## src/sv/braille_command_line_parser_core_macros.svh

```systemverilog
// assertion helpers shared by the parser rtl
`ifndef BRAILLE_COMMAND_LINE_PARSER_CORE_MACROS_SVH
`define BRAILLE_COMMAND_LINE_PARSER_CORE_MACROS_SVH

// same-cycle implication
`define BCLP_ASSERT_NOW(label, ante, cons, msg) \
    label: assert property (@(posedge clk) disable iff (!rst_n) (ante) |-> (cons)) \
        else $error(msg);

// next-cycle implication
`define BCLP_ASSERT_NEXT(label, ante, cons, msg) \
    label: assert property (@(posedge clk) disable iff (!rst_n) (ante) |=> (cons)) \
        else $error(msg);

`endif

```

## src/sv/bclp_pkg.sv

```systemverilog
package bclp_pkg;

    localparam int CHAR_W   = 8;
    localparam int CODE_W   = 3;
    localparam int DOTS_W   = 6;
    localparam int LETTER_W = 5;
    localparam int CHAN_W   = 3;
    localparam int RESULT_W = CODE_W + DOTS_W + LETTER_W + CHAN_W;
    localparam int TDATA_W  = ((RESULT_W + 7) / 8) * 8;

    localparam logic [CHAR_W-1:0] CHAR_CR       = 8'h0D;
    localparam logic [CHAR_W-1:0] CHAR_LF       = 8'h0A;
    localparam logic [CHAR_W-1:0] CHAR_SPACE    = 8'h20;
    localparam logic [CHAR_W-1:0] CHAR_TILDE    = 8'h7E;
    localparam logic [CHAR_W-1:0] CHAR_QUESTION = 8'h3F;
    localparam logic [CHAR_W-1:0] CHAR_UPPER_A  = 8'h41;
    localparam logic [CHAR_W-1:0] CHAR_UPPER_T  = 8'h54;
    localparam logic [CHAR_W-1:0] CHAR_UPPER_Z  = 8'h5A;
    localparam logic [CHAR_W-1:0] CHAR_LOWER_A  = 8'h61;
    localparam logic [CHAR_W-1:0] CHAR_LOWER_Z  = 8'h7A;
    localparam logic [CHAR_W-1:0] CHAR_CASE_BIT = 8'h20;
    localparam logic [CHAR_W-1:0] CHAR_ZERO     = 8'h30;
    localparam logic [CHAR_W-1:0] CHAR_FIVE     = 8'h35;

    typedef enum logic [CODE_W-1:0] {
        CODE_LETTER = 3'd0,
        CODE_TEST   = 3'd1,
        CODE_DIAG   = 3'd2,
        CODE_LONG   = 3'd3,
        CODE_BAD    = 3'd4,
        CODE_ABSENT = 3'd5
    } result_code_t;

    typedef struct packed {
        logic [CHAN_W-1:0]   test_channel;
        logic [LETTER_W-1:0] letter_index;
        logic [DOTS_W-1:0]   dot_pattern;
        result_code_t        result_code;
    } result_t;

    // six-dot cell, bit i is dot i+1
    function automatic logic [DOTS_W-1:0] dot_lookup(input logic [LETTER_W-1:0] letter);
        logic [DOTS_W-1:0] dots;
        begin
            unique case (letter)
                5'd0:    dots = 6'h01;
                5'd1:    dots = 6'h03;
                5'd2:    dots = 6'h09;
                5'd3:    dots = 6'h19;
                5'd4:    dots = 6'h11;
                5'd5:    dots = 6'h0B;
                5'd6:    dots = 6'h1B;
                5'd7:    dots = 6'h13;
                5'd8:    dots = 6'h0A;
                5'd9:    dots = 6'h1A;
                5'd10:   dots = 6'h05;
                5'd11:   dots = 6'h07;
                5'd12:   dots = 6'h0D;
                5'd13:   dots = 6'h1D;
                5'd14:   dots = 6'h15;
                5'd15:   dots = 6'h0F;
                5'd16:   dots = 6'h1F;
                5'd17:   dots = 6'h17;
                5'd18:   dots = 6'h0E;
                5'd19:   dots = 6'h1E;
                5'd20:   dots = 6'h25;
                5'd21:   dots = 6'h27;
                5'd22:   dots = 6'h3A;
                5'd23:   dots = 6'h2D;
                5'd24:   dots = 6'h3D;
                5'd25:   dots = 6'h35;
                default: dots = '0;
            endcase
            return dots;
        end
    endfunction

endpackage

```

## src/sv/bclp_classify.sv

```systemverilog
module bclp_classify (
    input  logic [bclp_pkg::CHAR_W-1:0] first_char,
    input  logic [bclp_pkg::CHAR_W-1:0] second_char,
    input  logic                        count_one,
    input  logic                        count_two,
    input  logic                        overlong,
    input  logic                        driver_present,
    output bclp_pkg::result_t           result
);

    logic [bclp_pkg::CHAR_W-1:0]   upper_char;
    logic                          is_letter;
    logic                          is_test;
    logic [bclp_pkg::CHAR_W-1:0]   letter_offset;
    logic [bclp_pkg::CHAR_W-1:0]   chan_offset;
    logic [bclp_pkg::LETTER_W-1:0] letter;

    always_comb
    begin
        if (first_char >= bclp_pkg::CHAR_LOWER_A && first_char <= bclp_pkg::CHAR_LOWER_Z)
        begin
            upper_char = first_char - bclp_pkg::CHAR_CASE_BIT;
        end
        else
        begin
            upper_char = first_char;
        end
    end

    assign letter_offset = upper_char - bclp_pkg::CHAR_UPPER_A;
    assign chan_offset   = second_char - bclp_pkg::CHAR_ZERO;
    assign letter        = letter_offset[bclp_pkg::LETTER_W-1:0];
    assign is_letter     = count_one && upper_char >= bclp_pkg::CHAR_UPPER_A &&
                           upper_char <= bclp_pkg::CHAR_UPPER_Z;
    assign is_test       = count_two && upper_char == bclp_pkg::CHAR_UPPER_T &&
                           second_char >= bclp_pkg::CHAR_ZERO &&
                           second_char <= bclp_pkg::CHAR_FIVE;

    always_comb
    begin
        result = '{test_channel: '0, letter_index: '0, dot_pattern: '0,
                   result_code: bclp_pkg::CODE_BAD};
        priority if (overlong)
        begin
            result.result_code = bclp_pkg::CODE_LONG;
        end
        else if (count_one && first_char == bclp_pkg::CHAR_QUESTION)
        begin
            result.result_code = bclp_pkg::CODE_DIAG;
        end
        else if (is_letter)
        begin
            if (driver_present)
            begin
                result.result_code  = bclp_pkg::CODE_LETTER;
                result.letter_index = letter;
                result.dot_pattern  = bclp_pkg::dot_lookup(letter);
            end
            else
            begin
                result.result_code = bclp_pkg::CODE_ABSENT;
            end
        end
        else if (is_test)
        begin
            if (driver_present)
            begin
                result.result_code  = bclp_pkg::CODE_TEST;
                result.test_channel = chan_offset[bclp_pkg::CHAN_W-1:0];
            end
            else
            begin
                result.result_code = bclp_pkg::CODE_ABSENT;
            end
        end
        else
        begin
            result.result_code = bclp_pkg::CODE_BAD;
        end
    end

endmodule

```

## src/sv/braille_command_line_parser_core.sv

```systemverilog
// Serial command line parser: one received byte per request on s_axis, one classified
// command per non-empty or overlong line on m_axis. Each accepted byte lands in an input
// register and is folded into the line state from there, so a byte is taken every cycle
// while no result waits, and a line-end byte loads its result into the output register
// as it is folded in. Bytes stall only while a finished result waits to be taken.
// driver_present resets to 1; the user writes it through the cfg channel only while the parser is idle (not enforced).
module braille_command_line_parser_core #(
    parameter int MAX_LINE_CHARS = 7
) (
    input  logic                            clk,
    input  logic                            rst_n,
    input  logic                            cfg_valid,
    output logic                            cfg_ready,
    input  logic                            cfg_data,        // driver_present
    input  logic                            s_axis_tvalid,
    output logic                            s_axis_tready,
    input  logic [bclp_pkg::CHAR_W-1:0]     s_axis_tdata,    // rx_byte
    output logic                            m_axis_tvalid,
    input  logic                            m_axis_tready,
    // result_code[2:0], dot_pattern[8:3], letter_index[13:9], test_channel[16:14], zero pad
    output logic [bclp_pkg::TDATA_W-1:0]    m_axis_tdata
);

`include "braille_command_line_parser_core_macros.svh"

    localparam int COUNT_W = $clog2(MAX_LINE_CHARS + 1);
    localparam logic [COUNT_W-1:0] COUNT_MAX = COUNT_W'(MAX_LINE_CHARS);

    logic                        driver_present_reg;
    logic                        in_valid_reg,  in_valid_next;
    logic [bclp_pkg::CHAR_W-1:0] in_byte_reg;
    logic [COUNT_W-1:0]          count_reg,     count_next;
    logic                        overlong_reg,  overlong_next;
    logic [bclp_pkg::CHAR_W-1:0] first_reg,     first_next;
    logic [bclp_pkg::CHAR_W-1:0] second_reg,    second_next;
    logic                        out_valid_reg, out_valid_next;
    bclp_pkg::result_t           out_reg;

    logic              advance;
    logic              is_eol;
    logic              is_printable;
    logic              emit;
    bclp_pkg::result_t result;

    assign cfg_ready = 1'b1;

    assign advance       = in_valid_reg && (!out_valid_reg || m_axis_tready);
    assign s_axis_tready = !in_valid_reg || advance;

    assign is_eol       = in_byte_reg == bclp_pkg::CHAR_CR || in_byte_reg == bclp_pkg::CHAR_LF;
    assign is_printable = in_byte_reg >= bclp_pkg::CHAR_SPACE &&
                          in_byte_reg <= bclp_pkg::CHAR_TILDE;
    assign emit         = advance && is_eol && (count_reg != '0 || overlong_reg);

    bclp_classify u_classify (
        .first_char     (first_reg),
        .second_char    (second_reg),
        .count_one      (count_reg == COUNT_W'(1)),
        .count_two      (count_reg == COUNT_W'(2)),
        .overlong       (overlong_reg),
        .driver_present (driver_present_reg),
        .result         (result)
    );

    always_comb
    begin
        in_valid_next  = in_valid_reg;
        count_next     = count_reg;
        overlong_next  = overlong_reg;
        first_next     = first_reg;
        second_next    = second_reg;
        out_valid_next = out_valid_reg;

        if (m_axis_tready)
        begin
            out_valid_next = 1'b0;
        end
        if (advance)
        begin
            in_valid_next = 1'b0;
        end
        if (s_axis_tvalid && s_axis_tready)
        begin
            in_valid_next = 1'b1;
        end

        if (emit)
        begin
            out_valid_next = 1'b1;
            count_next     = '0;
            overlong_next  = 1'b0;
            first_next     = '0;
            second_next    = '0;
        end
        else if (advance && is_printable)
        begin
            if (count_reg < COUNT_MAX)
            begin
                if (count_reg == '0)
                begin
                    first_next = in_byte_reg;
                end
                else if (count_reg == COUNT_W'(1))
                begin
                    second_next = in_byte_reg;
                end
                count_next = count_reg + COUNT_W'(1);
            end
            else
            begin
                overlong_next = 1'b1;
            end
        end
    end

    always_ff @(posedge clk or negedge rst_n)
    begin
        if (!rst_n)
        begin
            driver_present_reg <= 1'b1;
            in_valid_reg       <= 1'b0;
            count_reg          <= '0;
            overlong_reg       <= 1'b0;
            first_reg          <= '0;
            second_reg         <= '0;
            out_valid_reg      <= 1'b0;
        end
        else
        begin
            if (cfg_valid && cfg_ready)
            begin
                driver_present_reg <= cfg_data;
            end
            in_valid_reg  <= in_valid_next;
            count_reg     <= count_next;
            overlong_reg  <= overlong_next;
            first_reg     <= first_next;
            second_reg    <= second_next;
            out_valid_reg <= out_valid_next;
        end
    end

    always_ff @(posedge clk)
    begin
        if (s_axis_tvalid && s_axis_tready)
        begin
            in_byte_reg <= s_axis_tdata;
        end
        if (emit)
        begin
            out_reg <= result;
        end
    end

    assign m_axis_tvalid = out_valid_reg;
    assign m_axis_tdata  = bclp_pkg::TDATA_W'(out_reg);

    `BCLP_ASSERT_NOW(a_count_bound, 1'b1, count_reg <= COUNT_MAX, "line count above limit")
    `BCLP_ASSERT_NOW(a_overlong_full, overlong_reg, count_reg == COUNT_MAX, "overlong before full")
    `BCLP_ASSERT_NEXT(a_line_clear, emit, count_reg == '0 && !overlong_reg && m_axis_tvalid, "line state not cleared after result")
    `BCLP_ASSERT_NEXT(a_input_hold, in_valid_reg && !advance, in_valid_reg && $stable(in_byte_reg), "staged byte lost while stalled")
    `BCLP_ASSERT_NOW(a_dots_only_letter, m_axis_tvalid && out_reg.result_code != bclp_pkg::CODE_LETTER, out_reg.dot_pattern == '0 && out_reg.letter_index == '0, "letter fields set on non-letter result")

endmodule

```

## config.mk

```make
export PLATFORM = sky130hd
export DESIGN_NAME = braille_command_line_parser_core
export DESIGN_NICKNAME = d
export VERILOG_FILES = /design/src/sv/bclp_pkg.sv /design/src/sv/bclp_classify.sv /design/src/sv/braille_command_line_parser_core.sv
export VERILOG_INCLUDE_DIRS = /design/src /design/src/sv
export SDC_FILE = /design/constraint.sdc
export NUM_CORES = 1
export LEC_CHECK = 0
export BUFFER_PORTS_ARGS = -buffer_cell sky130_fd_sc_hd__buf_2
export CAP_MARGIN = 0
export CELL_PAD_IN_SITES_DETAIL_PLACEMENT = 0
export CELL_PAD_IN_SITES_GLOBAL_PLACEMENT = 1
export CORE_MARGIN = 5
export CORE_UTILIZATION = 29
export DETAILED_ROUTE_END_ITERATION = 8
export HOLD_SLACK_MARGIN = 0.08
export PLACE_DENSITY = 0.64
export SLEW_MARGIN = 0
export SYNTH_ARGS = -nofsm -noshare
export SYNTH_HDL_FRONTEND = slang
export SYNTH_SLANG_ARGS = --single-unit
```

## constraint.sdc

```tcl
create_clock -name clk -period 3.44 [get_ports clk]
set_input_delay 0.344 -clock clk [delete_from_list [all_inputs] [get_ports clk]]
set_output_delay 0.344 -clock clk [all_outputs]
set_load 0.02 [all_outputs]
```

# Word level (Yosys, flattened, before mapping)
# Memory sizes are Yosys's and may differ from the RTL's. A register that Yosys moved wholly into a read port is not among the register bits.
# Cells that the tools add are included.
# op_classes
addsub	4
magnitude_cmp	9
n_eq_ne	8
n_mux	25
n_bitwise	3
n_reduce_logical	34
# op_table
operator	n
$mux W8	10
$le A8 B7 Y1 const B	3
$mux W3	7
$eq A8 B4 Y1 const B	2
$ge A8 B6 Y1 const B	2
$ge A8 B7 Y1 const B	2
$logic_and A1 B1 Y1	13
$reduce_bool A2 Y1	6
$eq A8 B6 Y1 const B	1
$eq A8 B7 Y1 const B	1
$le A8 B6 Y1 const B	1
$mux W1	8
$sub A8 B6 Y8 const B	1
$reduce_or A5 Y1	1
$sub A5 B1 Y5 const B	1
$logic_or A1 B1 Y1	4
$ne A2 B2 Y1 const B	2
$reduce_and A2 Y1	2
$reduce_and A4 Y1	1
$reduce_or A4 Y1	1
$add A3 B1 Y3 const B	1
$eq A3 B1 Y1 const B	1
$eq A3 B2 Y1 const B	1
$logic_not A3 Y1	1
7 further kinds	10
# word_totals
ff_bits	42
rom_bits	192
input_bits	14
word_cells	96
n_memories	1
# mem_list
memory	words	word_bits	rd	rd_ports_with_merged_regs	wr	line	rtl
(no name shown)	32	6	1	1	0	bclp_pkg.sv:45	unique case (letter)

# Logic depth before layout (Yosys ltp)
# Gate-level depths: netlist (run 1).
# logic_depth
depth_word	10
mapped_depth	10

# Hierarchy
# Synthesis (run 1) repeated with hierarchy kept, for this count alone.
# unflattened
cells_unflattened	241
area_unflattened_um2	2708.8
# by_module_without_submodules
mod	instances	cells_each	area_per_inst_um2
braille_command_line_parser_core	1	129	1930.6
bclp_classify	1	112	778.2

# Worst setup path before layout (run 1)
# OpenSTA, ideal clock, no wires.
# synth_path
kind	register to register
start	reg first_reg[0] in the netlist's numbering
end	reg, netlist name m_axis_tdata[8]
setup_ps	151
arrival_ps	2591
required_ps	3289
setup_slack_ps	698
stages_incl_launch_ff	11
path_buffers	3
cell_sequence	dfrtp_1 clkbuf_1 clkinv_1 ha_1 buf_6 nor3b_4 a211o_1 a2111oi_4 nand4_2 buf_6 nor3_2
# synth_rtl
item	line	rtl
start: declaration	braille_command_line_parser_core.sv:34	logic [bclp_pkg::CHAR_W-1:0] first_reg, first_next;
start signal: assignment	braille_command_line_parser_core.sv:137	first_reg <= first_next;
$ge A8 B7 Y1 / $le A8 B7 Y1 (equally long branches)	bclp_classify.sv:20	if (first_char >= bclp_pkg::CHAR_LOWER_A && first_char <= bclp_pkg::CHAR_LOWER_Z)
$logic_and A1 B1 Y1	bclp_classify.sv:20	
$mux W8 (*)	bclp_classify.sv:20	
$sub A5 B1 Y5 (*)	bclp_classify.sv:30	assign letter_offset = upper_char - bclp_pkg::CHAR_UPPER_A;
named net u_classify.letter_offset (one bit)	bclp_classify.sv:14	logic [bclp_pkg::CHAR_W-1:0] letter_offset;
# Mark *: on every way through the listed nets, which the timed path passes. The rest lies on a longest branch.
# A chain may end at the register's enable or synchronous reset.

# Worst setup path after layout (run 1)
# layout_path
start	reg first_reg[0] in the netlist's numbering
end	reg, netlist name m_axis_tdata[7]
# layout_rtl
item	line
$ge A8 B7 Y1 / $le A8 B7 Y1 (equally long branches)	bclp_classify.sv:20
$logic_and A1 B1 Y1	bclp_classify.sv:20
$mux W8 (*)	bclp_classify.sv:20
$sub A5 B1 Y5 (*)	bclp_classify.sv:30
named net u_classify.letter_offset (one bit)	bclp_classify.sv:14
# Marks and branches as above.

==> impl_metrics.toml, run 1 <==
[layout]
multi_input_area_mm2 = 0.00131
final_common_cell = "buf_2"
nFillCells = 978
num_antenna_cells = 0
fin_area_mm2 = 0.00317
syn2layout_area_growth_pct = 12.9
final_nets = 310
layout_common_cells = "buf_2 (32), nor2_1 (30), edfxtp_1 (25), dfrtp_1 (22), a21oi_1 (13)"
seq_area_mm2 = 0.00133
largest_reg_flops = 17
drive_gt1_share_pct = 27.0

[synth]
yosys_warnings = 0
syn_area_mm2 = 0.00281
yosysUniqueCellTypes = 64
seq_area_frac_synth_pct = 47.2
synth_enable_flop_cells = 25
yosys_register_bits = 48
synth_cells = 252
syn_area_per_cell_um2 = 11.2
synth_ff_type = "edfxtp_1"
ys_async_sr_fraction_pct = 47.9

[global_route]
grt_pass1_vias = 1866
grt_max_degree = 24
antenna_found_initial = 0
grt.total_usage_pct = 9.95
grt_pass1_wl_um = 9280
gr-total-overflow = 0

[critical_path]
end_kind = "register"
reg2reg_slack_ns = 0.61
slowest_delay_ns = 0.57
critPathMaxFanout = 11
critPathBufInv = 1
r2r_start = "first_reg[0]$_DFFE_PN0P_"
crit_chain = "clkinv_1, ha_1, nor3b_4, a211o_1, a2111oi_4, nand4_2, nor3_1"
crit_type = "register to register"
start_kind = "register"
slowest_stage = "dfrtp_1"
critPathArrivalTime_ns = 2.97
crit_family = "simple AND/OR/NAND/NOR gates"
crit_required_ns = 3.59
crit_start = "first_reg[0]$_DFFE_PN0P_"

[worst_hold_path]
hp-start = "s_axis_tdata[1]"
hp-class = "primary input to register"

[sta]
rsz0062_at_grt = "no"
setup_viol = 0
setup_ws_ns = 0.615
fin_crit_ns = 2.83
worstMarginPinSlew_ns = 0.840
fin_worst_skew_ns = 0.00547
slew_headroom_pct = 43.6
max_freq_mhz = 354
tns_ns = 0
post-route-period-util_pct = 82.1
drv_slew = 0
final_hold_viol_count = 0

[route]
first_pass_iters = 4
vias = 1912
finalWirelength_um = 5650
drt_iter0_markers = 56
avgRoutedWirePerCell_um = 13.5
via_per_inst = 4.57
detail-route-antenna-nets = 0
route.detailed.drc = 0

[power_and_ir_drop]
power.leakage_uw = 0.00128
power.density_mw_per_mm2 = 776
vdd_drop_max_mv = 0.286

[floorplan]
die_h_um = 108
ios = 41
rows = 36
core_area_mm2 = 0.00959
start_util_pct = 29.3
floorplan.die_area_mm2 = 0.0118
die_w_um = 108

[clock_tree]
path_clk_slew_ns = 0.09
clk_latency_ns = 0.30
cts_setup_buffers = 0
cts_buffers = 5
cts_resized = 0
cts_root_buffer = "clkbuf_8"
cts_hold_buffers = 1
cts_max_path_buffers = 2
h-tree-depth = 2
clock-sinks = 48
cts_tree = "done"

[run]
cap_violations = 0

[placed_design]
io_buffers = 32
dpl_worst_slack_ns = 0.644
postPlaceCellArea_mm2 = 0.00305
dpl.hpwl_um = 4120
gp_congestion = 0.739

[run_status]
status = "finished, final reports clean"
[layout make-up]
cell class / count / area share, %
Clock inverter: 3 / 1.50
Multi-Input combinational cell: 180 / 41.3
Timing Repair Buffer: 39 / 6.79
Tap cell: 133 / 5.25
Clock buffer: 5 / 2.17
Sequential cell: 48 / 41.9
Inverter: 10 / 1.18
[routing by layer]
metal	vias to the layer above	GRT usage, %	wire length [um]
met5	-	0	0
met1	910	13.8	2830
met4	0	2.61	51
met3	7	2.21	263
met2	37	15.7	2510
li1	958	-	-
[worst reg2reg max path: cells and delay by family (launching register included)]
family,cells,cell delay [ns]
simple gates,3,0.84
compound gates,2,0.77
flops,1,0.57
fa+ha+maj,1,0.33
buf+inv,1,0.15
[kinds of logic after synthesis]
kind of cell	synth area share (%)
AO/OA/AOI/OAI	11.3
XOR/XNOR	1.87
adder cells (fa/ha/maj)	5.34
buffers and inverters	7.21
flip-flops	47.2
multiplexers	5.21
other	0.267
AND/OR/NAND/NOR	21.6
[cells in the mapped netlist, types with 3 or more instances]
cell       n  share of area, %
mux2_2     4               1.6
buf_6      3               1.2
clkbuf_1   4              0.53
and2_1     6               1.3
o21ai_0    5              0.89
xnor2_1    4               1.2
nor3_1     3              0.53
nor2_1    30               4.0
dfrtp_1   22                20
clkbuf_8   3               1.5
nand2_1   12               1.6
nand4_1    3              0.67
inv_1      9               1.2
nand3_1    6               1.1
edfxtp_1  25                27
nor3_2     6               2.1
mux2i_1    9               3.2
ha_1      12               5.3
a21oi_1   13               2.3
nand2b_1   5               1.1
a31oi_1    3              0.67
a211oi_1   4               1.1
buf_4     10               2.7
[power breakdown]
group | internal (uW) | total, uW | leakage (uW) | switching (uW)
clock network | 219 | 417 | 0.0000583 | 198
logic | 494 | 1150 | 0.000703 | 655
registers | 718 | 896 | 0.000519 | 178
total | 1430 | 2460 | 0.00128 | 1030
[per-stage QoR]
step / instances / utilization, % / hold WS [ns] / total power [uW]
floorplan: 258 / - / 0.0484 / 1820
finish: 418 / 33.1 / 0.210 / 2460
global route: 418 / 33.1 / 0.198 / 2650
CTS: 418 / 33.1 / 0.201 / 2470
detailed placement: 409 / 31.7 / 0.359 / 2040
global placement: 409 / 31.7 / 0.358 / 2050
[worst paths after layout]
check	to	cells past startpoint
max in group asynchronous	driver_present_reg$_DFFE_PN1P_	2
min in group asynchronous	count_reg[0]$_DFFE_PN0P_	2
setup / recovery	m_axis_tdata[7]$_SDFFCE_PP0P_	7
setup reg to reg	m_axis_tdata[7]$_SDFFCE_PP0P_	7
hold reg to reg	second_reg[7]$_DFFE_PN0P_	1
hold / removal	in_byte_reg[1]$_DFFE_PP_	1
Power figures use the tool's default switching activity.
==> run 2: changes to the inputs <==
==> constraint.sdc (replaced) <==
create_clock -name clk -period 2.6 [get_ports clk]
set_input_delay 0.26 -clock clk [delete_from_list [all_inputs] [get_ports clk]]
set_output_delay 0.26 -clock clk [all_outputs]
set_load 0.02 [all_outputs]
==> run 2 against run 1 <==
Via count shrank 0.78%. Clock skew increased by 0.0072 ns. Routed wire length increased by 0.28%. Final area increased by 2.0%. Power up 35%. Flip-flop and latch count unchanged. Global-route usage is 0.26 points higher. Critical endpoint unchanged. Sequential power up 28%. Non-clock buffer count is 7 higher.
==> impl_metrics.toml, run 2 (synthesis results as in run 1) <==
[run_status]
status = "finished, final reports clean"

[route]
detail-route-antenna-nets = 0
first_pass_iters = 4
drt_iter0_markers = 91
avgRoutedWirePerCell_um = 13.3
vias = 1897
via_per_inst = 4.46
route.detailed.drc = 0
finalWirelength_um = 5670

[sta]
max_freq_mhz = 421
setup_viol = 0
fin_crit_ns = 2.37
worstMarginPinSlew_ns = 0.531
final_hold_viol_count = 0
whs_ns = 0.118
fin_worst_skew_ns = 0.0127
tns_ns = 0
drv_slew = 0
rsz0062_at_grt = "no"
post-route-period-util_pct = 91.3
slew_headroom_pct = 64.3

[run]
cap_violations = 0

[power_and_ir_drop]
power.density_mw_per_mm2 = 1030
power_frac_seq_pct = 34.7
combinationalPowerShare_pct = 48.7
swShare_pct = 41.6
vdd_drop_max_mv = 0.320
pwr-share-clk_pct = 16.6
power.leakage_uw = 0.00131
intPower_uw = 1940
power_switching_uw = 1380

[critical_path]
r2r_start = "first_reg[0]$_DFFE_PN0P_"
crit_type = "register to register"
reg2reg_slack_ns = 0.23
start_kind = "register"
r2r_cells = 7
critPathArrivalTime_ns = 2.51
end_kind = "register"
critPathMaxFanout = 11
crit_required_ns = 2.74
regToRegEndpoint = "m_axis_tdata[7]$_SDFFCE_PP0P_"
crit_start = "first_reg[0]$_DFFE_PN0P_"
crit_end = "m_axis_tdata[7]$_SDFFCE_PP0P_"

[floorplan]
start_util_pct = 29.3
rows = 36
core_area_mm2 = 0.00959
floorplan.die_area_mm2 = 0.0118
die_w_um = 108
die_h_um = 108
ios = 41

[global_route]
grt.total_usage_pct = 10.2
gr-total-overflow = 0
grt_pass1_vias = 1935
antenna_found_initial = 0
grt_pass1_wl_um = 9560
grt_max_degree = 24

[layout]
final_nets = 317
final_common_cell = "buf_2"
drive_gt1_share_pct = 29.1
syn2layout_area_growth_pct = 15.1
layout_common_cells = "buf_2 (32), nor2_1 (30), edfxtp_1 (25), dfrtp_1 (22)"
post-route-util_pct = 33.7
nFillCells = 974
largest_reg_flops = 17
num_antenna_cells = 0

[clock_tree]
h-tree-depth = 2
cts_setup_buffers = 0
cts_max_path_buffers = 2
clk_latency_ns = 0.31
clock-sinks = 48
cts_buffers = 5
cts_root_buffer = "clkbuf_8"
cts_tree = "done"
path_clk_slew_ns = 0.10

[placed_design]
gp_congestion = 0.737
dpl.hpwl_um = 4210
io_buffers = 32

[worst_hold_path]
hp-class = "primary input to register"
## run 2: cell type report
type | instances | area [um2] | share of cell area (%)
inverter | 10 | 38.8 | 1.20
clock buffer | 5 | 68.8 | 2.13
multi-input combinational | 180 | 1320 | 40.7
tap | 133 | 166 | 5.15
clock inverter | 3 | 47.5 | 1.47
timing repair buffer | 46 | 268 | 8.28
sequential | 48 | 1330 | 41.0
## run 2: repair_timing
action | CTS | global route
endpoints found under the hold margin | 22 | 0
hold buffers | 1 | 0
endpoints found under the setup margin | 0 | 6
gates resized for setup | 0 | 1
## run 2: critical path, stage by stage (launching register included)
cell       delay [ns]
dfrtp_1          0.37
clkinv_2         0.15
ha_1             0.26
nor3b_4          0.16
a211o_1          0.30
a2111oi_4        0.48
nand4_4          0.25
nor3_1           0.25
## run 2: per-layer routing
| metal | vias up | global-route usage, % | routed length, um |
|---|---|---|---|
| li1 | 966 | - | - |
| met1 | 871 | 14.0 | 2770 |
| met2 | 48 | 15.8 | 2470 |
| met3 | 12 | 2.81 | 328 |
| met4 | 0 | 2.98 | 102 |
| met5 | - | 0 | 0 |
## run 2: worst min path at each step
stage	start	to	slack [ns]	cells past startpoint
floorplan	rst_n	count_reg[0]$_DFFE_PN0P_	-0.04	0
global placement	rst_n	m_axis_tvalid$_DFFE_PN0P_	0.28	1
detailed placement	rst_n	m_axis_tvalid$_DFFE_PN0P_	0.27	1
CTS	s_axis_tdata[5]	in_byte_reg[5]$_DFFE_PP_	0.11	1
global route	s_axis_tdata[4]	in_byte_reg[4]$_DFFE_PP_	0.11	1
finish	s_axis_tdata[5]	in_byte_reg[5]$_DFFE_PP_	0.12	1
## run 2: through the flow
step / power (uW) / setup WS [ns] / std cells / area (um2)
CTS: 3340 / 0.117 / 425 / 3230
global placement: 2780 / 0.206 / 416 / 3100
finish: 3330 / 0.225 / 425 / 3230
floorplan: 2410 / 0.0594 / 258 / 2840
global route: 3610 / 0.0577 / 425 / 3230
detailed placement: 2770 / 0.149 / 416 / 3100
## run 2: power by group through the flow
| stage | Combinational, uW | Sequential, uW | Clock [uW] |
|---|---|---|---|
| after floorplan | 1340 | 1070 | 0 |
| after global placement | 1620 | 1170 | 0 |
| after detailed placement | 1600 | 1170 | 0 |
| after CTS | 1620 | 1150 | 573 |
| after global routing | 1810 | 1190 | 606 |
| final | 1620 | 1150 | 552 |
